==> src/rtl/core/rpt_pkg.sv <==
// Shared constants and types for the rigid point transform
package rpt_pkg;

    localparam int COORD_WIDTH_DEF = 32;
    localparam int COEF_WIDTH_DEF  = 16;
    localparam int CFG_IDX_W       = 3;
    localparam int CFG_DATA_MAX_W  = 64;

    typedef enum logic [CFG_IDX_W-1:0] {
        CFG_ROT_ROW0 = 3'd0,
        CFG_ROT_ROW1 = 3'd1,
        CFG_ROT_ROW2 = 3'd2,
        CFG_TRANS_X  = 3'd3,
        CFG_TRANS_Y  = 3'd4,
        CFG_TRANS_Z  = 3'd5
    } t_cfg_idx;

    typedef struct packed {
        logic vld;
        logic last;
    } t_tag;

endpackage

==> src/rtl/core/rpt_sat.sv <==
// Stage 3: final sum, saturation and output register
module rpt_sat import rpt_pkg::*; #(
    parameter int COORD_WIDTH = COORD_WIDTH_DEF,
    localparam int SW         = COORD_WIDTH + 4
) (
    input  logic                          i_clk,
    input  logic                          i_rst_n,
    input  logic                          i_ce,
    input  t_tag                          i_tag,
    input  logic signed [SW-1:0]          i_pa [3],
    input  logic signed [SW-1:0]          i_pb [3],
    output t_tag                          o_tag,
    output logic signed [COORD_WIDTH-1:0] o_res [3],
    output logic                          o_sat
);

    localparam logic [COORD_WIDTH-1:0] MAXV = {1'b0, {(COORD_WIDTH-1){1'b1}}};
    localparam logic [COORD_WIDTH-1:0] MINV = {1'b1, {(COORD_WIDTH-1){1'b0}}};

    t_tag                          r_tag;
    logic signed [COORD_WIDTH-1:0] r_res [3];
    logic                          r_sat;
    logic signed [COORD_WIDTH-1:0] n_res [3];
    logic                          n_sat;
    logic signed [SW-1:0]          sum [3];
    logic [2:0]                    ovf;

    always_comb begin
        for (int r = 0; r < 3; r++) begin
            sum[r] = i_pa[r] + i_pb[r];
            ovf[r] = (sum[r][SW-1:COORD_WIDTH-1] != '0)
                  && (sum[r][SW-1:COORD_WIDTH-1] != '1);
            if (!ovf[r]) begin
                n_res[r] = sum[r][COORD_WIDTH-1:0];
            end else if (sum[r][SW-1]) begin
                n_res[r] = MINV;
            end else begin
                n_res[r] = MAXV;
            end
        end
        n_sat = |ovf;
    end

    always_ff @(posedge i_clk) begin
        if (!i_rst_n) begin
            r_tag <= '0;
        end else if (i_ce) begin
            r_tag <= i_tag;
        end
    end

    always_ff @(posedge i_clk) begin
        if (i_ce) begin
            r_res <= n_res;
            r_sat <= n_sat;
        end
    end

    assign o_tag = r_tag;
    assign o_res = r_res;
    assign o_sat = r_sat;

endmodule

==> config.mk <==
export PLATFORM = sky130hd
export DESIGN_NAME = rpt_sat
export DESIGN_NICKNAME = d
export VERILOG_FILES = /design/src/rtl/core/rpt_pkg.sv /design/src/rtl/core/rpt_sat.sv
export SDC_FILE = /design/constraint.sdc
export NUM_CORES = 1
export LEC_CHECK = 0
export BUFFER_PORTS_ARGS = -buffer_cell sky130_fd_sc_hd__buf_2
export CAP_MARGIN = 20
export CORE_MARGIN = 2
export CORE_UTILIZATION = 48
export DETAILED_ROUTE_END_ITERATION = 8
export PLACE_DENSITY = 0.78
export RECOVER_POWER = 100
export SYNTH_ARGS = -nofsm -noshare
export SYNTH_HDL_FRONTEND = slang
export SYNTH_SLANG_ARGS = --single-unit
==> constraint.sdc <==
create_clock -name i_clk -period 3.5 [get_ports i_clk]
set_input_delay 0.175 -clock i_clk [delete_from_list [all_inputs] [get_ports i_clk]]
set_output_delay 0.175 -clock i_clk [all_outputs]
set_load 0.01 [all_outputs]
==> flow_summary.ini <==
[placed_design]
dp_hpwl_mm = 22.2
post-place-cells = 1642
gp_congestion = 0.946
numPortBuffers = 319

[status]
violations = capacitance limit, slew limit
status = finished, violations left

[worst_setup_path]
crit_start = i_pa[36]
worstPathMaxFanout = 10
crit_end = o_res[49]
end_kind = flop
reg2reg_from = o_tag[0]
startpoint_type = input port
r2r_cells = 2
path_class = input port to flop
timing.rr.end = o_tag[0]
crit_required_ns = 3.61
reg2reg_slack_ns = 2.84
worstPathArrival_ns = 3.38

[die]
dieHeight_microns = 146
ios = 320
rows = 52
core-area_sq_um = 20000
fp.dieW_microns = 146
start_util_pct = 48.4
dieArea_sq_um = 21400

[power_and_ir_drop]
p_sw_mw = 1.78
p_leak_nw = 5.56
pwr-share-seq_pct = 35.0
power_mw = 4.92
power_frac_clock_pct = 20.1
p_int_mw = 3.15
p_sw_share_pct = 36.1
p_comb_share_pct = 44.9
powerDensity_nw_per_um2 = 412
ir_drop_mv = 0.196

[synthesis]
synth-seq-cells = 99
synth_edf_count = 97
synth_async_sr_flop_share_pct = 0
syn_nets = 1378
synth.largest_area_cell = edfxtp_1
ys_top_cells_by_area = edfxtp_1 30%, ha_1 14%, a21o_1 11%
ys_warn_count = 0
ys.flop_type = edfxtp_1
avgSynthCellArea_sq_um = 9.25
ys_seq_area_share_pct = 30.4
syn_inst = 1049
synth_commonest_cells = 142 x a21o_1, 107 x a21oi_1, 105 x ha_1, 97 x edfxtp_1, 77 x nand2_1
yosysMostFrequentCell = a21o_1
ys_types = 77
syn_area_sq_um = 9700
yosys.area.top_type_share_pct = 30.0

[clocking]
cts_buffers = 9
cts_tree = yes
clock_path_buffers = 2
clk_pin_slew_ns = 0.07
htreeDepth = 3
cts_sinks = 99
clock_latency_ns = 0.35
post_cts_buffers = 0
root_buffer = clkbuf_16

[global_routing]
grt_pass1_vias = 9216
grt_max_degree = 81
grt_overflow = 0
antenna_found_initial = 1
grt_util_all_layers_pct = 25.4
grt_pass1_wl_mm = 44.9

[layout]
drive_gt1_share_pct = 21.1
syn2layout_area_growth_pct = 23.1
fin_nets = 1712
final_util_pct = 59.6
final_cells = 1657

[sta]
setup_violations = 0
min_period_ns = 3.27
rsz0062_at_grt = no
whs_ns = 0.0533
tns_ns = 0
worstMarginPinSlew_ns = 2.10
fin_skew_ns = 0
relSlewSlack_pct = -40.0
hold_viol = 0
drv_slew = 81
fin_crit_sh_pct = 93.4
fmax_mhz = 306

[routing]
via_count = 9619
wl_per_cell_microns = 16.8
finalWirelength_mm = 27.9
drc = 0
drt_pass1_iterations = 5
antenna_left = 0
drt-vias-per-instance = 5.81
drtIter0Drc = 610

[flow_run]
max_cap_violations = 1

[worst_hold_path]
min_path_type = input port to flop
[logic make-up after synthesis]
| family | synth area share [%] |
|---|---|
| AO/OA/AOI/OAI | 30.1 |
| AND/OR/NAND/NOR | 12.6 |
| adder cells (fa/ha/maj) | 14.2 |
| flip-flops | 30.4 |
| XOR/XNOR | 8.40 |
| buffers and inverters | 3.80 |
| multiplexers | 0.516 |
[cell type report]
cell class,instances,area (sq um)
repair buffers,363,1870
clock buffers,9,225
fillers,1818,8100
multi-input cells,876,6370
inverters,34,128
clock inverters,5,55.1
flip-flops and latches,99,2950
well taps,270,338
diodes,1,2.50
[worst min-delay path by stage]
stage / start / to / slack, ns / cells after the start
after detailed placement: i_rst_n / o_tag[1] / 0.41 / 2
after global placement: i_rst_n / o_tag[0] / 0.40 / 2
after floorplan: i_ce / o_res[0] / 0.29 / 0
after global routing: i_rst_n / o_tag[1] / 0.06 / 2
after CTS: i_rst_n / o_tag[1] / 0.05 / 2
final: i_rst_n / o_tag[1] / 0.05 / 2
[metal layers]
metal	GRT usage [%]	share of wire [%]	vias to the layer above
li1	-	-	4644
met2	43.3	48	475
met5	0	0	-
met3	3.28	7.4	47
met4	9.32	2.5	0
met1	33.2	42	4453
[what timing repair did]
| action | CTS | global route |
|---|---|---|
| setup endpoints to repair | 0 | 18 |
| endpoints found under the hold margin | 0 | 0 |
| hold buffers | 0 | 0 |
| resized for setup | 0 | 1 |
[cells in the final DEF, fill, tap and decap left out, types with 12 or more instances in the layout]
| cell type | n |
|---|---|
| a31oi_1 | 12 |
| nand4_1 | 20 |
| nor2b_1 | 14 |
| ha_1 | 105 |
| o211ai_1 | 13 |
| o21a_1 | 15 |
| xnor2_1 | 54 |
| o21ai_0 | 46 |
| buf_2 | 219 |
| o21bai_1 | 19 |
| inv_1 | 34 |
| buf_4 | 34 |
| a21o_1 | 142 |
| a21oi_1 | 107 |
| nor2_1 | 41 |
| nor3_1 | 15 |
| nand3_1 | 20 |
| xor2_1 | 39 |
| edfxtp_1 | 97 |
| nand2_1 | 77 |
| clkbuf_1 | 102 |
[power by group through the flow]
stage / clock network [mW] / registers [mW] / logic, mW
after floorplan: 0 / 1.85 / 1.35
after global placement: 0 / 1.74 / 2.20
after detailed placement: 0 / 1.73 / 2.25
after CTS: 1.00 / 1.71 / 2.26
after global routing: 1.04 / 1.74 / 2.42
final: 0.992 / 1.72 / 2.21
[metrics by stage]
stage	cell area [sq um]	setup slack, ns
3_5_place_dp	11800	-0.119
3_3_place_gp	11800	-0.0534
5_1_grt	11900	0.0407
2_1_floorplan	9700	0.157
6_report	11900	0.230
4_1_cts	12100	0.252
[flip-flops by register name (all words and copies together) (netlist names)]
register / flops
o_res: 96
o_tag: 2
o_sat: 1
[worst max-delay path, stage by stage]
cell	delay [ns]
buf_2	0.08
ha_1	0.16
inv_1	0.06
fa_1	0.38
nor2b_1	0.17
o31ai_1	0.14
a211oi_2	0.30
o22ai_1	0.18
o31ai_4	0.29
mux2i_1	0.21
a2111oi_0	0.10
or4_1	0.54
and2_1	0.22
buf_4	0.19
a21o_1	0.17
Note: power is estimated with default switching activity, not from simulation.
