$ cat src/rtl/core/rpt_pkg.sv
// Shared constants and types for the rigid point transform
package rpt_pkg;

    localparam int COORD_WIDTH_DEF = 32;
    localparam int COEF_WIDTH_DEF  = 16;
    localparam int CFG_IDX_W       = 3;
    localparam int CFG_DATA_MAX_W  = 64;

    typedef enum logic [CFG_IDX_W-1:0] {
        CFG_ROT_ROW0 = 3'd0,
        CFG_ROT_ROW1 = 3'd1,
        CFG_ROT_ROW2 = 3'd2,
        CFG_TRANS_X  = 3'd3,
        CFG_TRANS_Y  = 3'd4,
        CFG_TRANS_Z  = 3'd5
    } t_cfg_idx;

    typedef struct packed {
        logic vld;
        logic last;
    } t_tag;

endpackage

$ cat src/rtl/core/rpt_rnd.sv
// Stage 2: round products and form two partial sums per row
module rpt_rnd import rpt_pkg::*; #(
    parameter int COORD_WIDTH = COORD_WIDTH_DEF,
    parameter int COEF_WIDTH  = COEF_WIDTH_DEF,
    localparam int PW         = COORD_WIDTH + COEF_WIDTH,
    localparam int FRAC       = COEF_WIDTH - 2,
    localparam int RW         = PW - FRAC,
    localparam int SW         = COORD_WIDTH + 4
) (
    input  logic                          i_clk,
    input  logic                          i_rst_n,
    input  logic                          i_ce,
    input  t_tag                          i_tag,
    input  logic signed [PW-1:0]          i_prod [3][3],
    input  logic signed [COORD_WIDTH-1:0] i_trans [3],
    output t_tag                          o_tag,
    output logic signed [SW-1:0]          o_pa [3],
    output logic signed [SW-1:0]          o_pb [3]
);

    localparam logic signed [PW-1:0] HALF = PW'(1) <<< (FRAC - 1);

    t_tag                 r_tag;
    logic signed [SW-1:0] r_pa [3];
    logic signed [SW-1:0] r_pb [3];
    logic signed [SW-1:0] n_pa [3];
    logic signed [SW-1:0] n_pb [3];
    logic signed [PW-1:0] biased [3][3];
    logic signed [RW-1:0] rnd [3][3];

    always_comb begin
        for (int r = 0; r < 3; r++) begin
            for (int c = 0; c < 3; c++) begin
                biased[r][c] = i_prod[r][c] + HALF;
                rnd[r][c]    = $signed(biased[r][c][PW-1:FRAC]);
            end
            n_pa[r] = SW'(rnd[r][0]) + SW'(rnd[r][1]);
            n_pb[r] = SW'(rnd[r][2]) + SW'(i_trans[r]);
        end
    end

    always_ff @(posedge i_clk) begin
        if (!i_rst_n) begin
            r_tag <= '0;
        end else if (i_ce) begin
            r_tag <= i_tag;
        end
    end

    always_ff @(posedge i_clk) begin
        if (i_ce) begin
            r_pa <= n_pa;
            r_pb <= n_pb;
        end
    end

    assign o_tag = r_tag;
    assign o_pa  = r_pa;
    assign o_pb  = r_pb;

endmodule

$ cat config.mk
export PLATFORM = sky130hd
export DESIGN_NAME = rpt_rnd
export DESIGN_NICKNAME = d
export VERILOG_FILES = /design/src/rtl/core/rpt_pkg.sv /design/src/rtl/core/rpt_rnd.sv
export SDC_FILE = /design/constraint.sdc
export NUM_CORES = 1
export LEC_CHECK = 0
export BUFFER_PORTS_ARGS = -buffer_cell sky130_fd_sc_hd__buf_2
export CAP_MARGIN = 5
export CORE_AREA = 2 2 295 297
export DETAILED_ROUTE_END_ITERATION = 12
export DIE_AREA = 0 0 297 299
export PLACE_DENSITY_LB_ADDON = 0.12
export SYNTH_ARGS = -nofsm -noshare
export SYNTH_HDL_FRONTEND = slang
export SYNTH_SLANG_ARGS = --single-unit
export TNS_END_PERCENT = 1
$ cat constraint.sdc
create_clock -name i_clk -period 5.5 [get_ports i_clk]
set_input_delay 0.55 -clock i_clk [delete_from_list [all_inputs] [get_ports i_clk]]
set_output_delay 0.55 -clock i_clk [all_outputs]
set_load 0.03 [all_outputs]
==> out/results.ini, run 1 <==
[outcome]
status=complete, no violations

[layout]
final_common_cell=buf_2
fillers=9274
final_cell_mix=632 x buf_2, 337 x xnor2_1, 229 x nand2_1, 216 x ha_1, 210 x edfxtp_1
stdcell_count=4376
nNetsFinal=3939
drive_above_1_share_pct=22.2
area_growth_pct=25.1

[synthesis]
syn-num-nets=3318
synth.ff_latch_count=212
syn-instance-count=2563
yosysSeqAreaShare_pct=28.3
yosysWarnings=0
netlist_area_um2=22400
avgSynthCellArea_um2=8.74
synth_edf_count=210
synth-main-ff-cell=edfxtp_1
synth_cell_types=79
ys_async_sr_fraction_pct=0

[clocking]
cts_buffers=31
cts_tree=done
cts.sinks=212
insertion_delay_ns=0.61
cts.clk_slew.worst_paths_ns=0.06
cts_root_buf=clkbuf_16
ctsHtreeMaxLevel=1
cts.repair.resized=0
post-cts-setup-buffer-count=0
cts_hold_buf=0
clk_path_buf_depth=3

[worst_setup_path]
cp-end-kind=flop
cp_max_fo=5
ff2ff_setup_slack_ns=4.91
crit_required_ns=5.86
critPathKind=input port to flop
crit_path_start_kind=input port
reg2reg_depth=2
rr_endpoint=o_tag[1]$_SDFFE_PN0P_
worstSetupStartpoint=i_prod[157]
crit-reg2reg-launch=o_tag[1]$_SDFFE_PN0P_
critPathArrivalTime_ns=4.41

[grt]
grt_overflow=0
first_global_vias=20600
grt_max_degree=118
grt_pass1_wl_um=121000
antenna_found_initial=41
grt_usage_pct=17.3

[die]
die_h_um=299
ioPinCount=751
num_rows=108
fp.dieW_um=297
die_area_um2=88800
coreArea_um2=85900
start_util_pct=26.1

[sta]
setup_violations=0
setup_slack_ns=1.44
max_freq_mhz=247
worstMarginPinSlew_ns=0.869
min_period_ns=4.06
skew_ns=0
hold_violations=0
finalCritPeriodShare_pct=73.8
maxSlewViolCount=0
tns_ns=0
maxSlewHeadroom_pct=42.1
rsz0062_at_grt=false

[detailed_routing]
postRouteAntennaNets=0
viasPerCell=4.80
routed_wl_um=80500
drtPass1Iterations=5
wl_per_cell_um=18.4
vias=21000
drtIter0Drc=907
drc=0

[power]
vdd_ir_drop_max_mv=0.228
pwr-share-comb_pct=38.9
power.density_nw_per_um2=260
intPower_w=0.00456
switching_share_pct=37.4
p_leak_nw=12.3
p_clk_share_pct=30.6
p_switching_w=0.00273
power_frac_seq_pct=30.5

[hold_path]
holdPathEnd=o_tag[1]$_SDFFE_PN0P_
hold_depth=2
hp-class=input port to flop
hp-start=i_rst_n

[place]
dp_hpwl_um=68100
gp_congestion=0.883
placed_cells=4306
place_ws_ns=0.785
port_buffers=633

[job]
drv_cap=0

power by group through the flow:
| stage | Combinational [W] | Sequential [W] | Clock, W |
|---|---|---|---|
| 2_1_floorplan | 0.00131 | 0.00282 | 0 |
| 3_3_place_gp | 0.00287 | 0.00225 | 0 |
| 3_5_place_dp | 0.00285 | 0.00225 | 0 |
| 4_1_cts | 0.00287 | 0.00223 | 0.00232 |
| 5_1_grt | 0.00310 | 0.00225 | 0.00237 |
| 6_report | 0.00283 | 0.00222 | 0.00223 |
synthesized netlist by cell type, drive strengths merged, types with 10 or more instances:
cell / number / share of area (%)
and2: 18 / 0.50
o21bai: 21 / 0.70
a211oi: 23 / 0.79
nor3: 40 / 0.89
nand3: 169 / 3.8
o21a: 27 / 0.90
o21ai: 92 / 2.1
and3: 86 / 2.4
a21o: 140 / 4.7
nand4: 57 / 1.6
a31oi: 18 / 0.50
clkbuf: 46 / 0.77
nor2b: 20 / 0.56
ha: 216 / 12
nor2: 183 / 3.1
o31ai: 13 / 0.50
a21oi: 199 / 4.4
edfxtp: 210 / 28
nand2b: 19 / 0.53
or2: 10 / 0.28
and4: 28 / 1.1
xor2: 133 / 5.2
a21boi: 11 / 0.37
xnor2: 337 / 13
o211ai: 20 / 0.67
nand2: 229 / 3.8
inv: 75 / 1.3
nor4: 12 / 0.36
or3: 11 / 0.33
critical path: stages:
cell and delay, ns:
buf_2 0.10, ha_1 0.20, nand4_1 0.15, nor2_1 0.27, nand4_1 0.27, nor2_1 0.36
nand4_1 0.25, nor2_1 0.17, xor2_1 0.17, ha_1 0.32, nand4_1 0.16, nor2_1 0.06
a211o_1 0.29, o2bb2ai_1 0.18, a221oi_1 0.50, o21ai_0 0.22, xor2_1 0.17
logic make-up (layout without fill, tap and decap cells):
logic type	count (synthesis)	in the layout	share of synthesized area (%)
adders and majority gates	222	222	12.6
buffers and inverters	127	773	2.23
other	0	12	0
and+or+nand+nor	898	898	19.8
AOI/OAI and AO/OA	630	630	18.5
xor gates and xnor gates	470	470	18.4
muxes	4	4	0.179
DFF	212	212	28.3
metrics by stage:
step | hold WS (ns) | power, W | util, % | cell area [um2]
4_1_cts | 0.110 | 0.00742 | 32.6 | 28000
3_5_place_dp | 0.505 | 0.00511 | 31.3 | 26900
5_1_grt | 0.138 | 0.00772 | 32.6 | 28000
3_3_place_gp | 0.508 | 0.00512 | 31.3 | 26900
6_report | 0.168 | 0.00728 | 32.6 | 28000
2_1_floorplan | 0.640 | 0.00413 | - | 22400
area by class of cell:
type	count	area (um2)	area share, %
Timing Repair Buffer	640	3240	11.6
Inverter	75	282	1.00
Clock buffer	35	791	2.82
Clock inverter	23	323	1.15
Tap cell	1155	1450	5.16
Sequential cell	212	6350	22.6
Multi-Input combinational cell	2224	15600	55.5
Antenna cell	12	30.0	0.107
state kept, by name, summed over array words and instances (netlist names):
register / count
o_pa: 105
o_pb: 105
o_tag: 2
how the worst max path moves through the flow:
stage	end	slack [ns]
after floorplan	o_pa[66]$_DFFE_PP_	1.65
after CTS	o_pb[68]$_DFFE_PP_	1.45
after detailed placement	o_pb[68]$_DFFE_PP_	0.78
final	o_pb[68]$_DFFE_PP_	1.44
after global placement	o_pb[68]$_DFFE_PP_	0.78
after global routing	o_pa[60]$_DFFE_PP_	1.07
layer usage:
layer / vias up / global-route usage [%] / part of all wire [%]
met5: - / 0 / 0.44
met4: 50 / 3.45 / 1.6
met3: 116 / 5.87 / 7.9
met2: 483 / 29.9 / 48
met1: 9647 / 20.7 / 42
li1: 10700 / - / -
Power figures use the tool's default switching activity.
==> run 2, diff against run 1 <==
ABC_AREA = 1   (was default)
CORE_AREA = 2 2 296 298   (was 2 2 295 297)
DIE_AREA = 0 0 298 300   (was 0 0 297 299)
clock period = 4.2 ns   (was 5.5 ns; I/O delays follow)
==> out/results.ini, run 2 <==
[synthesis]
yosysSeqAreaShare_pct=22.1
yosysMostFrequentCell=nand2_1
yosys.area.top_type_share_pct=22.0
syn-num-nets=5441
synth.ff_latch_count=212
synthTopCellsByCount=1,505 x nand2_1, 839 x inv_1, 578 x nor2_1, 295 x xor2_1, 243 x nand3_1
netlist_area_um2=28700
yosysWarnings=0
synth_edf_count=210
synth_cell_types=37
synthTopCellsByArea=edfxtp_1 22%, nand2_1 20%, inv_1 11%, ha_1 9.4%, xor2_1 9.0%
synth.largest_area_cell=edfxtp_1
ys_async_sr_fraction_pct=0
synth-main-ff-cell=edfxtp_1
avgSynthCellArea_um2=6.11
syn-instance-count=4686

[grt]
grt_pass1_wl_um=175000
antenna_found_initial=45
grt_max_degree=83
first_global_vias=30700
grt_usage_pct=25.6
grt_overflow=0

[sta]
maxSlewViolCount=0
rsz0062_at_grt=false
hold_violations=0
setup_violations=0
min_period_ns=3.10
maxSlewHeadroom_pct=56.9
skew_ns=0
tns_ns=0
finalCritPeriodShare_pct=73.8
worstMarginPinSlew_ns=0.647
max_freq_mhz=323
worst_hold_slack_ns=0.0505

[worst_setup_path]
rr_endpoint=o_tag[1]$_SDFFE_PN0P_
crit-reg2reg-launch=o_tag[1]$_SDFFE_PN0P_
reg2reg_depth=2
cp_max_fo=5
critPathArrivalTime_ns=3.46
cp-end-kind=flop
crit_required_ns=4.56
crit_path_start_kind=input port
ff2ff_setup_slack_ns=3.56
critPathKind=input port to flop

[power]
p_leak_nw=17.9
intPower_w=0.00567
p_total_w=0.00979
vdd_ir_drop_max_mv=0.270
switching_share_pct=42.1
power.density_nw_per_um2=285
pwr-share-comb_pct=42.7
p_switching_w=0.00412
power_frac_seq_pct=29.8
p_clk_share_pct=27.5

[place]
gp_congestion=0.982
dp_hpwl_um=106000
placed_area_um2=33300
port_buffers=633

[layout]
drive_above_1_share_pct=13.5
final_cell_area_um2=34400
area_growth_pct=20.0
nNetsFinal=6111
final_common_cell=nand2_1
final_cell_mix=1,505 x nand2_1, 839 x inv_1, 632 x buf_2, 578 x nor2_1, 295 x xor2_1

[clocking]
ctsHtreeMaxLevel=1
cts_hold_buf=2
insertion_delay_ns=0.62
cts.repair.resized=0
cts.sinks=212
cts_tree=done
cts.clk_slew.worst_paths_ns=0.07
clk_path_buf_depth=3
cts_root_buf=clkbuf_16
cts_buffers=30
post-cts-setup-buffer-count=0

[hold_path]
hp-start=i_tag[0]
hp-class=input port to flop
holdPathEnd=o_tag[0]$_SDFFE_PN0P_
hold_depth=3

[outcome]
status=complete, no violations

[die]
die_h_um=300
coreArea_um2=86200
num_rows=108
start_util_pct=33.2
fp.dieW_um=298
ioPinCount=751
die_area_um2=89400

[detailed_routing]
drtPass1Iterations=6
routed_wl_um=119000
vias=31400
viasPerCell=4.80
drc=0
postRouteAntennaNets=0
wl_per_cell_um=18.2
drtIter0Drc=1738

[job]
drv_cap=0

## run 2: cell count changes after synthesis, sizes merged, moves of 117 or more
cell / before / now
nor2: 183 / 593
xnor2: 337 / 89
nand2: 229 / 1510
nor3: 40 / 157
a21o: 140 / 0
xor2: 133 / 295
inv: 75 / 839
## run 2: critical path: stages
cell,delay (ns)
buf_2,0.09
ha_1,0.33
nand3_1,0.21
nor3_4,0.24
nand2_1,0.20
nor3_2,0.26
nand2_1,0.16
xor2_1,0.15
inv_1,0.05
ha_1,0.37
nand2_1,0.13
nor2_1,0.19
inv_1,0.08
nor4_1,0.24
nand2_1,0.15
nand3_1,0.10
nand2_1,0.08
## run 2: worst max path at each step
stage,from,end,slack [ns],cells after the start
detailed placement,i_prod[13],o_pb[29]$_DFFE_PP_,0.51,17
global placement,i_prod[13],o_pb[29]$_DFFE_PP_,0.53,17
floorplan,i_prod[205],o_pa[68]$_DFFE_PP_,1.37,17
finish,i_prod[13],o_pb[29]$_DFFE_PP_,1.10,17
CTS,i_prod[13],o_pb[29]$_DFFE_PP_,1.17,17
global route,i_prod[13],o_pb[29]$_DFFE_PP_,0.81,17
## run 2: layer usage
| metal | GRT usage, % | vias up | routed length, um |
|---|---|---|---|
| met1 | 30.1 | 14000 | 48400 |
| met5 | 0 | - | 228 |
| li1 | - | 16200 | - |
| met3 | 4.99 | 231 | 8010 |
| met4 | 9.98 | 36 | 4670 |
| met2 | 45.8 | 926 | 57700 |
## run 2: layout make-up
class	instances	area, um2
Clock buffer	38	802
Multi-Input combinational cell	3628	19100
Inverter	839	3150
Sequential cell	212	6350
Antenna cell	17	42.5
Tap cell	1155	1450
Clock inverter	12	198
Timing Repair Buffer	645	3300
Fill cell	9753	51800
## run 2: kinds of logic after synthesis
logic type / synth area share (%)
DFF: 22.1
buffers and inverters: 11.2
AOI/OAI and AO/OA: 6.67
adders and majority gates: 9.85
xor gates and xnor gates: 11.7
and+or+nand+nor: 38.4
## run 2: through the flow
| step | std cells | worst slack (ns) | util, % |
|---|---|---|---|
| floorplan | 4686 | 1.37 | - |
| CTS | 6529 | 1.17 | 39.8 |
| detailed placement | 6477 | 0.509 | 38.7 |
| finish | 6546 | 1.10 | 39.9 |
| global placement | 6477 | 0.532 | 38.7 |
| global route | 6541 | 0.810 | 39.9 |
## run 2: power by group through the flow
stage / clock network [W] / registers [W] / logic, W
3_3_place_gp: 0 / 0.00296 / 0.00418
5_1_grt: 0.00287 / 0.00295 / 0.00459
4_1_cts: 0.00280 / 0.00293 / 0.00418
3_5_place_dp: 0 / 0.00296 / 0.00417
6_report: 0.00270 / 0.00292 / 0.00418
2_1_floorplan: 0 / 0.00363 / 0.00196
